## src/rtl/core/three_axis_moving_average_macros.svh

```systemverilog
// Assertion macros used by the filter's top-level RTL file.
`ifndef THREE_AXIS_MOVING_AVERAGE_MACROS_SVH
`define THREE_AXIS_MOVING_AVERAGE_MACROS_SVH

// Same-cycle implication, checked at every rising edge outside reset.
`define TAM_ASSERT_IMP(name, clk, rst_n, ante, cons) \
    name: assert property (@(posedge clk) disable iff (!rst_n) (ante) |-> (cons)) \
        else $error("same-cycle check failed");

// Next-cycle implication, checked at every rising edge outside reset.
`define TAM_ASSERT_NXT(name, clk, rst_n, ante, cons) \
    name: assert property (@(posedge clk) disable iff (!rst_n) (ante) |=> (cons)) \
        else $error("next-cycle check failed");

`endif

```

## src/rtl/core/tam_pkg.sv

```systemverilog
package tam_pkg;

    localparam int WINDOW_DEF      = 32;
    localparam int SAMPLE_BITS_DEF = 16;
    localparam int AXES            = 3;

    typedef struct packed {
        logic            vld;
        logic            full;
        logic [AXES-1:0] neg;
    } t_side;

endpackage

```

## src/rtl/core/tam_ifs.sv

```systemverilog
interface tam_in_if
    import tam_pkg::*;
#(
    parameter int SAMPLE_BITS = SAMPLE_BITS_DEF
);
    logic                          valid;
    logic                          ready;
    logic signed [SAMPLE_BITS-1:0] sample_x;
    logic signed [SAMPLE_BITS-1:0] sample_y;
    logic signed [SAMPLE_BITS-1:0] sample_z;

    modport source (output valid, output sample_x, output sample_y, output sample_z,
                    input ready);
    modport sink   (input valid, input sample_x, input sample_y, input sample_z,
                    output ready);
endinterface

interface tam_out_if
    import tam_pkg::*;
#(
    parameter int SAMPLE_BITS = SAMPLE_BITS_DEF
);
    logic                          valid;
    logic                          ready;
    logic signed [SAMPLE_BITS-1:0] mean_x;
    logic signed [SAMPLE_BITS-1:0] mean_y;
    logic signed [SAMPLE_BITS-1:0] mean_z;
    logic                          mean_valid;

    modport source (output valid, output mean_x, output mean_y, output mean_z,
                    output mean_valid, input ready);
    modport sink   (input valid, input mean_x, input mean_y, input mean_z,
                    input mean_valid, output ready);
endinterface

```

## src/rtl/core/three_axis_moving_average.sv

```systemverilog
// Channel   | Dir | Port      | Word
// ----------+-----+-----------+------------------------------------------
// samples   | in  | i_sample  | sample_x, sample_y, sample_z
// means     | out | o_mean    | mean_x, mean_y, mean_z, mean_valid
//
// One word is taken every cycle while the output side is not stalled.
// A result reaches o_mean through the sum, magnitude, division and output
// registers, in that order.
// Reset clears the sample taps, the running sums and the fill count.
// When o_mean.ready is low with a result waiting, the whole pipeline holds and
// i_sample.ready drops in the same cycle.
`include "three_axis_moving_average_macros.svh"

module three_axis_moving_average
    import tam_pkg::*;
#(
    parameter int WINDOW      = WINDOW_DEF,
    parameter int SAMPLE_BITS = SAMPLE_BITS_DEF
) (
    input  logic         i_clk,
    input  logic         i_rst_n,
    tam_in_if.sink       i_sample,
    tam_out_if.source    o_mean
);

    localparam int LW   = $clog2(WINDOW);
    localparam int SUMW = SAMPLE_BITS + LW;
    localparam int FW   = $clog2(WINDOW + 1);
    localparam int S    = SAMPLE_BITS;

    localparam logic [SUMW-1:0] MAG_MAX = SUMW'(WINDOW) << (S - 1);

    logic                         w_en;
    logic                         w_acc;

    logic [AXES-1:0][S-1:0]       w_tap [WINDOW+1];

    logic [FW-1:0]                r_fill;
    logic [FW-1:0]                n_fill;
    logic [AXES-1:0][SUMW-1:0]    r_sum;
    logic [AXES-1:0][SUMW-1:0]    n_sum;

    t_side                        r_a_side;
    t_side                        n_a_side;
    t_side                        r_b_side;
    t_side                        n_b_side;
    logic [AXES-1:0][SUMW-1:0]    r_b_mag;
    logic [AXES-1:0][SUMW-1:0]    n_b_mag;

    t_side                        w_c_side;
    logic [AXES-1:0][S-1:0]       w_quo;
    logic                         w_mag_ok;

    logic                         r_out_vld;
    logic [AXES-1:0][S-1:0]       r_mean;
    logic [AXES-1:0][S-1:0]       n_mean;
    logic                         r_mean_valid;

    assign w_en           = !r_out_vld || o_mean.ready;
    assign i_sample.ready = w_en;
    assign w_acc          = i_sample.valid && w_en;

    assign w_tap[0][0] = i_sample.sample_x;
    assign w_tap[0][1] = i_sample.sample_y;
    assign w_tap[0][2] = i_sample.sample_z;

    for (genvar g = 0; g < WINDOW; g++) begin : g_tap
        tam_tap_cell #(
            .SAMPLE_BITS (SAMPLE_BITS)
        ) u_tap (
            .i_clk   (i_clk),
            .i_rst_n (i_rst_n),
            .i_en    (w_acc),
            .i_d     (w_tap[g]),
            .o_q     (w_tap[g+1])
        );
    end

    always_comb begin
        n_fill = (r_fill == FW'(WINDOW)) ? r_fill : FW'(r_fill + 1'b1);
        for (int a = 0; a < AXES; a++) begin
            n_sum[a] = r_sum[a]
                     + {{LW{w_tap[0][a][S-1]}}, w_tap[0][a]}
                     - {{LW{w_tap[WINDOW][a][S-1]}}, w_tap[WINDOW][a]};
        end
        n_a_side      = '0;
        n_a_side.vld  = w_acc;
        n_a_side.full = (n_fill == FW'(WINDOW));
    end

    always_comb begin
        n_b_side = r_a_side;
        for (int a = 0; a < AXES; a++) begin
            n_b_side.neg[a] = r_sum[a][SUMW-1];
            n_b_mag[a]      = r_sum[a][SUMW-1] ? SUMW'(~r_sum[a] + 1'b1) : r_sum[a];
        end
    end

    tam_div_cell #(
        .WINDOW      (WINDOW),
        .SAMPLE_BITS (SAMPLE_BITS)
    ) u_div (
        .i_clk   (i_clk),
        .i_rst_n (i_rst_n),
        .i_en    (w_en),
        .i_side  (r_b_side),
        .i_mag   (r_b_mag),
        .o_side  (w_c_side),
        .o_quo   (w_quo)
    );

    always_comb begin
        for (int a = 0; a < AXES; a++) begin
            if (!w_c_side.full) begin
                n_mean[a] = '0;
            end else if (w_c_side.neg[a]) begin
                n_mean[a] = S'(~w_quo[a] + 1'b1);
            end else begin
                n_mean[a] = w_quo[a];
            end
        end
    end

    always_ff @(posedge i_clk) begin
        if (!i_rst_n) begin
            r_fill    <= '0;
            r_sum     <= '0;
            r_a_side  <= '0;
            r_b_side  <= '0;
            r_out_vld <= 1'b0;
        end else begin
            if (w_acc) begin
                r_fill <= n_fill;
                r_sum  <= n_sum;
            end
            if (w_en) begin
                r_a_side     <= n_a_side;
                r_b_side     <= n_b_side;
                r_b_mag      <= n_b_mag;
                r_out_vld    <= w_c_side.vld;
                r_mean       <= n_mean;
                r_mean_valid <= w_c_side.full;
            end
        end
    end

    assign o_mean.valid      = r_out_vld;
    assign o_mean.mean_x     = $signed(r_mean[0]);
    assign o_mean.mean_y     = $signed(r_mean[1]);
    assign o_mean.mean_z     = $signed(r_mean[2]);
    assign o_mean.mean_valid = r_mean_valid;

    assign w_mag_ok = (r_b_mag[0] <= MAG_MAX) && (r_b_mag[1] <= MAG_MAX)
                   && (r_b_mag[2] <= MAG_MAX);

    `TAM_ASSERT_IMP(a_valid_needs_full, i_clk, i_rst_n, r_out_vld && r_mean_valid, r_fill == FW'(WINDOW))
    `TAM_ASSERT_IMP(a_zero_until_full, i_clk, i_rst_n, r_out_vld && !r_mean_valid, r_mean == '0)
    `TAM_ASSERT_NXT(a_fill_counts, i_clk, i_rst_n, w_acc, r_fill != '0)
    `TAM_ASSERT_IMP(a_mag_in_range, i_clk, i_rst_n, r_b_side.vld, w_mag_ok)

endmodule

```

## src/rtl/core/tam_tap_cell.sv

```systemverilog
module tam_tap_cell
    import tam_pkg::*;
#(
    parameter int SAMPLE_BITS = SAMPLE_BITS_DEF
) (
    input  logic                                i_clk,
    input  logic                                i_rst_n,
    input  logic                                i_en,
    input  logic [AXES-1:0][SAMPLE_BITS-1:0]    i_d,
    output logic [AXES-1:0][SAMPLE_BITS-1:0]    o_q
);

    logic [AXES-1:0][SAMPLE_BITS-1:0] r_q;

    always_ff @(posedge i_clk) begin
        if (!i_rst_n) begin
            r_q <= '0;
        end else if (i_en) begin
            r_q <= i_d;
        end
    end

    assign o_q = r_q;

endmodule

```

## src/rtl/core/tam_div_cell.sv

```systemverilog
module tam_div_cell
    import tam_pkg::*;
#(
    parameter int WINDOW      = WINDOW_DEF,
    parameter int SAMPLE_BITS = SAMPLE_BITS_DEF
) (
    input  logic                                                 i_clk,
    input  logic                                                 i_rst_n,
    input  logic                                                 i_en,
    input  t_side                                                i_side,
    input  logic [AXES-1:0][SAMPLE_BITS+$clog2(WINDOW)-1:0]      i_mag,
    output t_side                                                o_side,
    output logic [AXES-1:0][SAMPLE_BITS-1:0]                     o_quo
);

    localparam int LW   = $clog2(WINDOW);
    localparam int SUMW = SAMPLE_BITS + LW;
    localparam int SH   = SUMW + LW;
    localparam int PW   = 2 * SUMW + 1;

    localparam longint unsigned RECIP_WIDE =
        ((64'd1 << SH) + 64'(WINDOW) - 64'd1) / 64'(WINDOW);
    localparam logic [SUMW:0] RECIP = (SUMW+1)'(RECIP_WIDE);

    logic [AXES-1:0][PW-1:0]           w_prod;
    logic [AXES-1:0][SAMPLE_BITS-1:0]  n_quo;

    t_side                             r_side;
    logic [AXES-1:0][SAMPLE_BITS-1:0]  r_quo;

    // The magnitude is divided by the window length through a rounded-up
    // reciprocal, which gives the exact floor for every magnitude the sums reach.
    always_comb begin
        for (int a = 0; a < AXES; a++) begin
            w_prod[a] = PW'(i_mag[a]) * PW'(RECIP);
            n_quo[a]  = w_prod[a][SH+SAMPLE_BITS-1:SH];
        end
    end

    always_ff @(posedge i_clk) begin
        if (!i_rst_n) begin
            r_side <= '0;
        end else if (i_en) begin
            r_side <= i_side;
            r_quo  <= n_quo;
        end
    end

    assign o_side = r_side;
    assign o_quo  = r_quo;

endmodule
```

## src/flat_wrapper.sv

```systemverilog
// flat-port wrapper written by rule: the top's interface ports become plain ports
module three_axis_moving_average_flat import tam_pkg::*;
#(
    parameter int WINDOW      = WINDOW_DEF,
    parameter int SAMPLE_BITS = SAMPLE_BITS_DEF
)
  (i_clk, i_rst_n, i_sample_valid, i_sample_sample_x, i_sample_sample_y, i_sample_sample_z, i_sample_ready, o_mean_valid, o_mean_mean_x, o_mean_mean_y, o_mean_mean_z, o_mean_mean_valid, o_mean_ready);
  tam_in_if #(.SAMPLE_BITS(SAMPLE_BITS)) i_sample_i ();
  tam_out_if #(.SAMPLE_BITS(SAMPLE_BITS)) o_mean_i ();
  input  logic i_clk;
  input  logic i_rst_n;
  input wire logic [$bits(i_sample_i.valid)-1:0] i_sample_valid;
  input wire logic [$bits(i_sample_i.sample_x)-1:0] i_sample_sample_x;
  input wire logic [$bits(i_sample_i.sample_y)-1:0] i_sample_sample_y;
  input wire logic [$bits(i_sample_i.sample_z)-1:0] i_sample_sample_z;
  output wire logic [$bits(i_sample_i.ready)-1:0] i_sample_ready;
  output wire logic [$bits(o_mean_i.valid)-1:0] o_mean_valid;
  output wire logic [$bits(o_mean_i.mean_x)-1:0] o_mean_mean_x;
  output wire logic [$bits(o_mean_i.mean_y)-1:0] o_mean_mean_y;
  output wire logic [$bits(o_mean_i.mean_z)-1:0] o_mean_mean_z;
  output wire logic [$bits(o_mean_i.mean_valid)-1:0] o_mean_mean_valid;
  input wire logic [$bits(o_mean_i.ready)-1:0] o_mean_ready;
  assign i_sample_i.valid = i_sample_valid;
  assign i_sample_i.sample_x = i_sample_sample_x;
  assign i_sample_i.sample_y = i_sample_sample_y;
  assign i_sample_i.sample_z = i_sample_sample_z;
  assign i_sample_ready = i_sample_i.ready;
  assign o_mean_valid = o_mean_i.valid;
  assign o_mean_mean_x = o_mean_i.mean_x;
  assign o_mean_mean_y = o_mean_i.mean_y;
  assign o_mean_mean_z = o_mean_i.mean_z;
  assign o_mean_mean_valid = o_mean_i.mean_valid;
  assign o_mean_i.ready = o_mean_ready;
  three_axis_moving_average #(.WINDOW(WINDOW), .SAMPLE_BITS(SAMPLE_BITS)) u_core (.i_clk(i_clk), .i_rst_n(i_rst_n), .i_sample(i_sample_i), .o_mean(o_mean_i));
endmodule
```

## config.mk

```make
export PLATFORM = sky130hd
export DESIGN_NAME = three_axis_moving_average_flat
export DESIGN_NICKNAME = d
export VERILOG_FILES = /design/src/rtl/core/tam_pkg.sv /design/src/rtl/core/tam_ifs.sv /design/src/rtl/core/three_axis_moving_average.sv /design/src/rtl/core/tam_tap_cell.sv /design/src/rtl/core/tam_div_cell.sv /design/src/flat_wrapper.sv
export VERILOG_INCLUDE_DIRS = /design/src /design/src/rtl/core
export SDC_FILE = /design/constraint.sdc
export NUM_CORES = 2
export LEC_CHECK = 0
export ABC_AREA = 1
export BUFFER_PORTS_ARGS = -buffer_cell sky130_fd_sc_hd__buf_4
export CORE_MARGIN = 2
export CORE_UTILIZATION = 45
export CTS_BUF_LIST = sky130_fd_sc_hd__clkbuf_4 sky130_fd_sc_hd__clkbuf_8
export DETAILED_ROUTE_END_ITERATION = 16
export PLACE_DENSITY = 0.72
export REMOVE_ABC_BUFFERS = 1
export SYNTH_ARGS = -nofsm -noshare
export SYNTH_HDL_FRONTEND = slang
export SYNTH_SLANG_ARGS = --single-unit
```

## constraint.sdc

```tcl
create_clock -name i_clk -period 8.6 [get_ports i_clk]
set_input_delay 1.72 -clock i_clk [delete_from_list [all_inputs] [get_ports i_clk]]
set_output_delay 1.72 -clock i_clk [all_outputs]
set_load 0.05 [all_outputs]
```

Yosys cells after proc, flatten, opt, wreduce, memory -nomap -nowiden
Cells that the tools add are included.

Add/subtract/negate cells: 13. Equality and inequality tests: 2. Muxes and demuxes: 7. Bitwise logic cells: 6. Reductions and logical operators: 4.

Operator list (number): 21-bit by 1-bit adder with 21-bit output (second input constant) (3); 21-bit adder (3); 21-bit NOT (3); 21-bit subtractor (3); 20-bit two-way mux (3); 16-bit by 1-bit adder with 16-bit output (second input constant) (3); 16-bit two-way mux (3); 16-bit NOT (3); 6-bit equality test (second input constant) (2); 6-bit by 1-bit adder with 6-bit output (second input constant) (1); 6-bit two-way mux (1); 2-bit AND reduction (1); 1-bit logical AND (1); 1-bit logical NOT (1); 1-bit logical OR (1).

Register bits: 1778. Input port bits: 52.

Longest topological paths before layout
Word-level depth: 3. Mapped depth: 16. Gate-level depth less buffers: 16.

Hierarchy
A second synthesis with hierarchy kept.

Cell total of the unflattened synthesis: 11873. Area total of the unflattened synthesis: 79880.4 um2.

Modules (own cells, without submodules): tam_tap_cell (instances 32, cells each 304, area an instance 1973.1 um2, seq. area each 960.9 um2); three_axis_moving_average (instances 1, cells each 2064, area an instance 15073.2 um2, seq. area each 4904.7 um2); tam_div_cell (instances 1, cells each 81, area an instance 1666.6 um2, seq. area each 1541.5 um2).

Worst setup path before layout
Ideal clock, no wire load.

Path kind: in2reg. Start point: input i_rst_n. End point: register u_core.r_mean_valid, in the netlist u_core.o_mean.mean_valid, enable pin. Setup time: 0.652 ns. Arrival: 8.286 ns. Slack: -0.338 ns. Stages on the path: 4. Cell sequence: buf_2 -> clkinv_1 -> clkbuf_1 -> nor2_1.

Cells in the longest elaborated chain, start to end: 1.

RTL lines: start, declared (RTL line flat_wrapper.sv:11) `input logic i_rst_n;`; 2-bit AND reduction (no line); end signal, assigned (RTL line three_axis_moving_average.sv:142) `r_mean_valid <= w_c_side.full;`; end, declared (RTL line three_axis_moving_average.sv:57) `logic r_mean_valid;`.

No other way between the ends. A chain may end at the register's enable or synchronous reset.

Final worst setup path
Start point: input o_mean_ready. End point: output i_sample_ready.

Cells in the longest elaborated chain, start to end: 1.

RTL lines: start, declared (RTL line flat_wrapper.sv:22) `input wire logic [$bits(o_mean_i.ready)-1:0] o_mean_ready;`; 1-bit logical OR (RTL line three_axis_moving_average.sv:59) `assign w_en = !r_out_vld || o_mean.ready;`; end, declared (RTL line flat_wrapper.sv:16) `output wire logic [$bits(i_sample_i.ready)-1:0] i_sample_ready;`.

No other way between the ends.

==> results by stage <==
Power and ir drop:
- In this run the power density over the cells is 276 nW/um2.
- The clock network burns 36.0% of the power.
- The peak supply drop is 0.157 mV.
- Of the total power, combinational logic draws 17.7%.
- In this run switching power makes up 29.0% of total power.
- Summed over all nets, the switching power comes to 5.99 mW.
- Of the total power, registers draw 46.2%.
- The leakage power is 32.4 nW.
- The cell-internal power is 14.7 mW.

Critical path:
- The end of the critical path is i_sample_ready.
- The cell at the slowest stage of the critical path is nor2_4.
- The setup slack of the most critical reg-to-reg path is 4.79 ns.
- Along the worst path, the maximum fanout reaches 17.
- The critical path goes through buf_4 > nor2_4 > inv_2 > buf_4.
- The start point of the critical path is o_mean_ready.
- Data on the critical path arrives at its endpoint at 2.76 ns.
- In this run the critical register-to-register path is captured at u_core.g_tap[10].u_tap.o_q[12].
- The delay of the slowest cell on the worst path is 0.41 ns.
- The worst setup path is captured at an output pin.
- STA puts the critical path data required time at 6.88 ns.
- The most frequent cell on the critical path is buf_4.
- In this run the critical register-to-register path is launched from u_core.o_mean.valid.
- The type of the setup path with the least slack is in -> out.
- The number of cells traversed by the worst register-to-register path is 8.
- The startpoint kind of the worst setup timing path is an input pin.

Routing:
- The number of vias in the routed layout is 52707.
- The per-cell routed wire length is 12.6 um.
- The detail route stage leaves a number of antenna-violating nets equal to 0.
- The ratio of routed vias to standard cells is 4.90.
- The number of detailed-route iterations in the first pass is 7.
- The residual DRC count is 0.
- For this block, the initial DRC count from the detailed router was 3868.
- The overall routed net length is 136 mm.

Synth:
- The synthesis-stage register bit count is 1763.
- The netlist area before placement is 68300 um2.
- The number of flops mapped to enable cells by yosys is 145.
- The most instantiated flip-flop cell in the synthesis netlist is dfxtp_1.
- The sequential element share of the synthesized area is 53.8%.
- The share of synthesized area in the top cell type comes to 47.4%.
- For this run, asynchronously set or reset flops after synthesis account for 0%.
- The largest total area in the synthesized netlist belongs to dfxtp_1.
- The cell count after synthesis came out at 8649.
- The average instance in the mapped netlist occupies 7.90 um2.
- During synthesis, Yosys emitted a total of 0 warnings.
- The unique cell type count in the Yosys netlist is 40.
- By area the synthesized netlist is led by dfxtp_1 (47%), nor2_1 (17%), o21ai_0 (10%).

Clock tree:
- For the worst-skew pair, the clock arrives at the later sink with an insertion delay of 0.97 ns.
- After clock tree synthesis, the clock-pin slew on the worst setup and hold paths is 0.06 ns.
- Counting every sink on the clock net gives 1763.
- The total CTS buffers is 302.
- The number of gates resized after CTS was 0.
- After clock tree synthesis, the flow added hold-fix buffers numbering 0.
- The TritonCTS clock tree is done.
- The cell at the root of the clock tree is clkbuf_8.
- The post-CTS repair timing setup buffer count is 0.
- Counting along the longest clock path gives a buffer depth of 4.
- The H-tree generated during clock tree synthesis spans 5 levels.

Finish:
- The number of nets in the layout is 8723.
- The proportion of layout cells with a drive suffix above 1 is 7.50%.
- The top cell types in the final layout, fill and taps aside, are nor2_1 (3164), dfxtp_1 (1617), o21ai_0 (1375), nand2_1 (465), inv_1 (435).
- Measured on the finished design, the core utilization comes to 49.5%.
- The layout overhead on the synthesized area is 9.60%.
- The most common library cell in the layout ignoring fill and taps is nor2_1.

Floorplan:
- The total die area is 155000 um2.
- The die boundary width is 394 um.
- After floorplanning, the core was sized to cover 151000 um2.
- The vertical die dimension is 394 um.
- The initial core utilization is 45.2%.
- 103 I/O pins were placed.
- The row count is 143.

Run:
- The count of max-cap constraint violations is 0.

Timing:
- The final worst hold slack is 0.408 ns.
- The final setup violation count is 0.
- The final hold violation count is 0.
- At the pin with the least slew margin, the transition time is 1.19 ns.
- Setup total negative slack on the finished layout was measured at 0 ns.
- Setup repair after global routing left no endpoint under its margin.
- The max-slew violation total from the final report is 0.
- Measured against its own limit, the worst slew margin works out to 20.4%.
- The highest achievable clock rate is 0.223 GHz.
- The period utilization is 52.1%.
- The worst clock skew is 0.0463 ns.
- The minimum clock period after layout is 4.48 ns.
- Once routing completed, OpenROAD measured the worst setup slack at 4.12 ns.

GRT:
- Entering global routing, the biggest net connects 309 pins.
- The number of global-route vias before repair is 48791.
- The overflow left after global routing is 0.
- The global router's overall resource usage is 17.1%.
- The initial antenna violation count is 4.
- The first global-routing pass estimated 230 mm of wire.

Placement:
- The pre-CTS setup slack is 3.52 ns.
- In this run the tool buffered the top-level ports with 102 buffer cells.
- The final weighted congestion of routability-driven global placement is 0.851.
- Detailed placement ended at an HPWL of 79.9 mm.

Hold path:
- The worst hold path belongs to the class reg -> reg.
- Along the worst hold path, the cell count comes to 0.

Run status:
- The run finished with clean final reports.
[Yosys cell counts (all sizes together), types with 6 or more instances]
cell and number:
edfxtp 145, nand3b 13, dfxtp 1618, inv 439, nor3 37, o211ai 7
nand2 467, nand4 24, o21ai 1631, ha 71, nand3 117, clkbuf 238
a21oi 217, xor2 46, or2 6, o21bai 9, buf 313, nor2 3169
fa 60
[area by class of cell]
type                            count  area, um2
Tap cell                         2030       2540
Timing Repair Buffer              138       1190
Antenna cell                        1       2.50
Fill cell                       14353      76500
Inverter                          443       1680
Sequential cell                  1763      36700
Clock inverter                     33        260
Multi-Input combinational cell   5892      26800
Clock buffer                      465       5730
[through the flow]
step,area (um2),total power [mW],std cells
finish,74900,20.7,10765
global route,74900,22.0,10765
CTS,74900,20.9,10764
detailed placement,68900,13.4,10266
global placement,68900,13.3,10266
floorplan,65200,12.5,8098
[sequential cells by signal (all words and copies together) (netlist names)]
register and flops:
u_core.u_div.o_side 5, u_core.o_mean.valid 1, u_core.o_mean.mean_valid 1, u_core.r_fill 6, u_core.o_mean.mean_x 16, u_core.u_div.o_quo 48
u_core.g_tap.u_tap.o_q 1536, u_core.o_mean.mean_y 16, u_core.n_b_side 5, u_core.r_b_side 5, u_core.o_mean.mean_z 16, u_core.r_b_mag 48
u_core.r_sum 60
[worst min-delay path by stage]
stage / to / slack [ns] / from
floorplan: u_core.u_div.o_quo[0] / 0.40 / u_core.r_b_mag[5]
global placement: u_core.u_div.o_quo[10] / 0.40 / u_core.r_b_mag[15]
detailed placement: u_core.u_div.o_quo[19] / 0.40 / u_core.r_b_mag[29]
CTS: u_core.u_div.o_quo[40] / 0.41 / u_core.r_b_mag[55]
global route: u_core.u_div.o_quo[40] / 0.41 / u_core.r_b_mag[55]
finish: u_core.u_div.o_quo[40] / 0.41 / u_core.r_b_mag[55]
[kinds of logic after synthesis]
kind of cell / after synthesis / share of synthesized area [%]
simple gates: 3845 / 21.7
xor+xnor: 47 / 0.602
flops: 1763 / 53.8
compound gates: 1869 / 13.8
fa+ha+maj: 131 / 3.06
buf+inv: 994 / 7.11
[critical path, delay by kind of cell]
family / cells / cell delay [ns]
buffers and inverters: 3 / 0.61
and+or+nand+nor: 1 / 0.41
[metal layers]
| layer | vias up | wire length (um) | global-route usage [%] |
|---|---|---|---|
| met5 | - | 0 | 0 |
| met4 | 0 | 3420 | 6.12 |
| met3 | 271 | 4940 | 2.84 |
| met2 | 838 | 62600 | 28.0 |
| met1 | 24192 | 64900 | 22.9 |
| li1 | 27406 | - | - |
[power groups by stage]
stage	logic [mW]	clock network, mW	registers [mW]
5_1_grt	4.28	8.03	9.64
3_5_place_dp	3.67	0	9.72
2_1_floorplan	2.82	0	9.65
6_report	3.67	7.45	9.55
3_3_place_gp	3.60	0	9.69
4_1_cts	3.69	7.67	9.55
No activity file was read; power rests on OpenSTA's default activity.
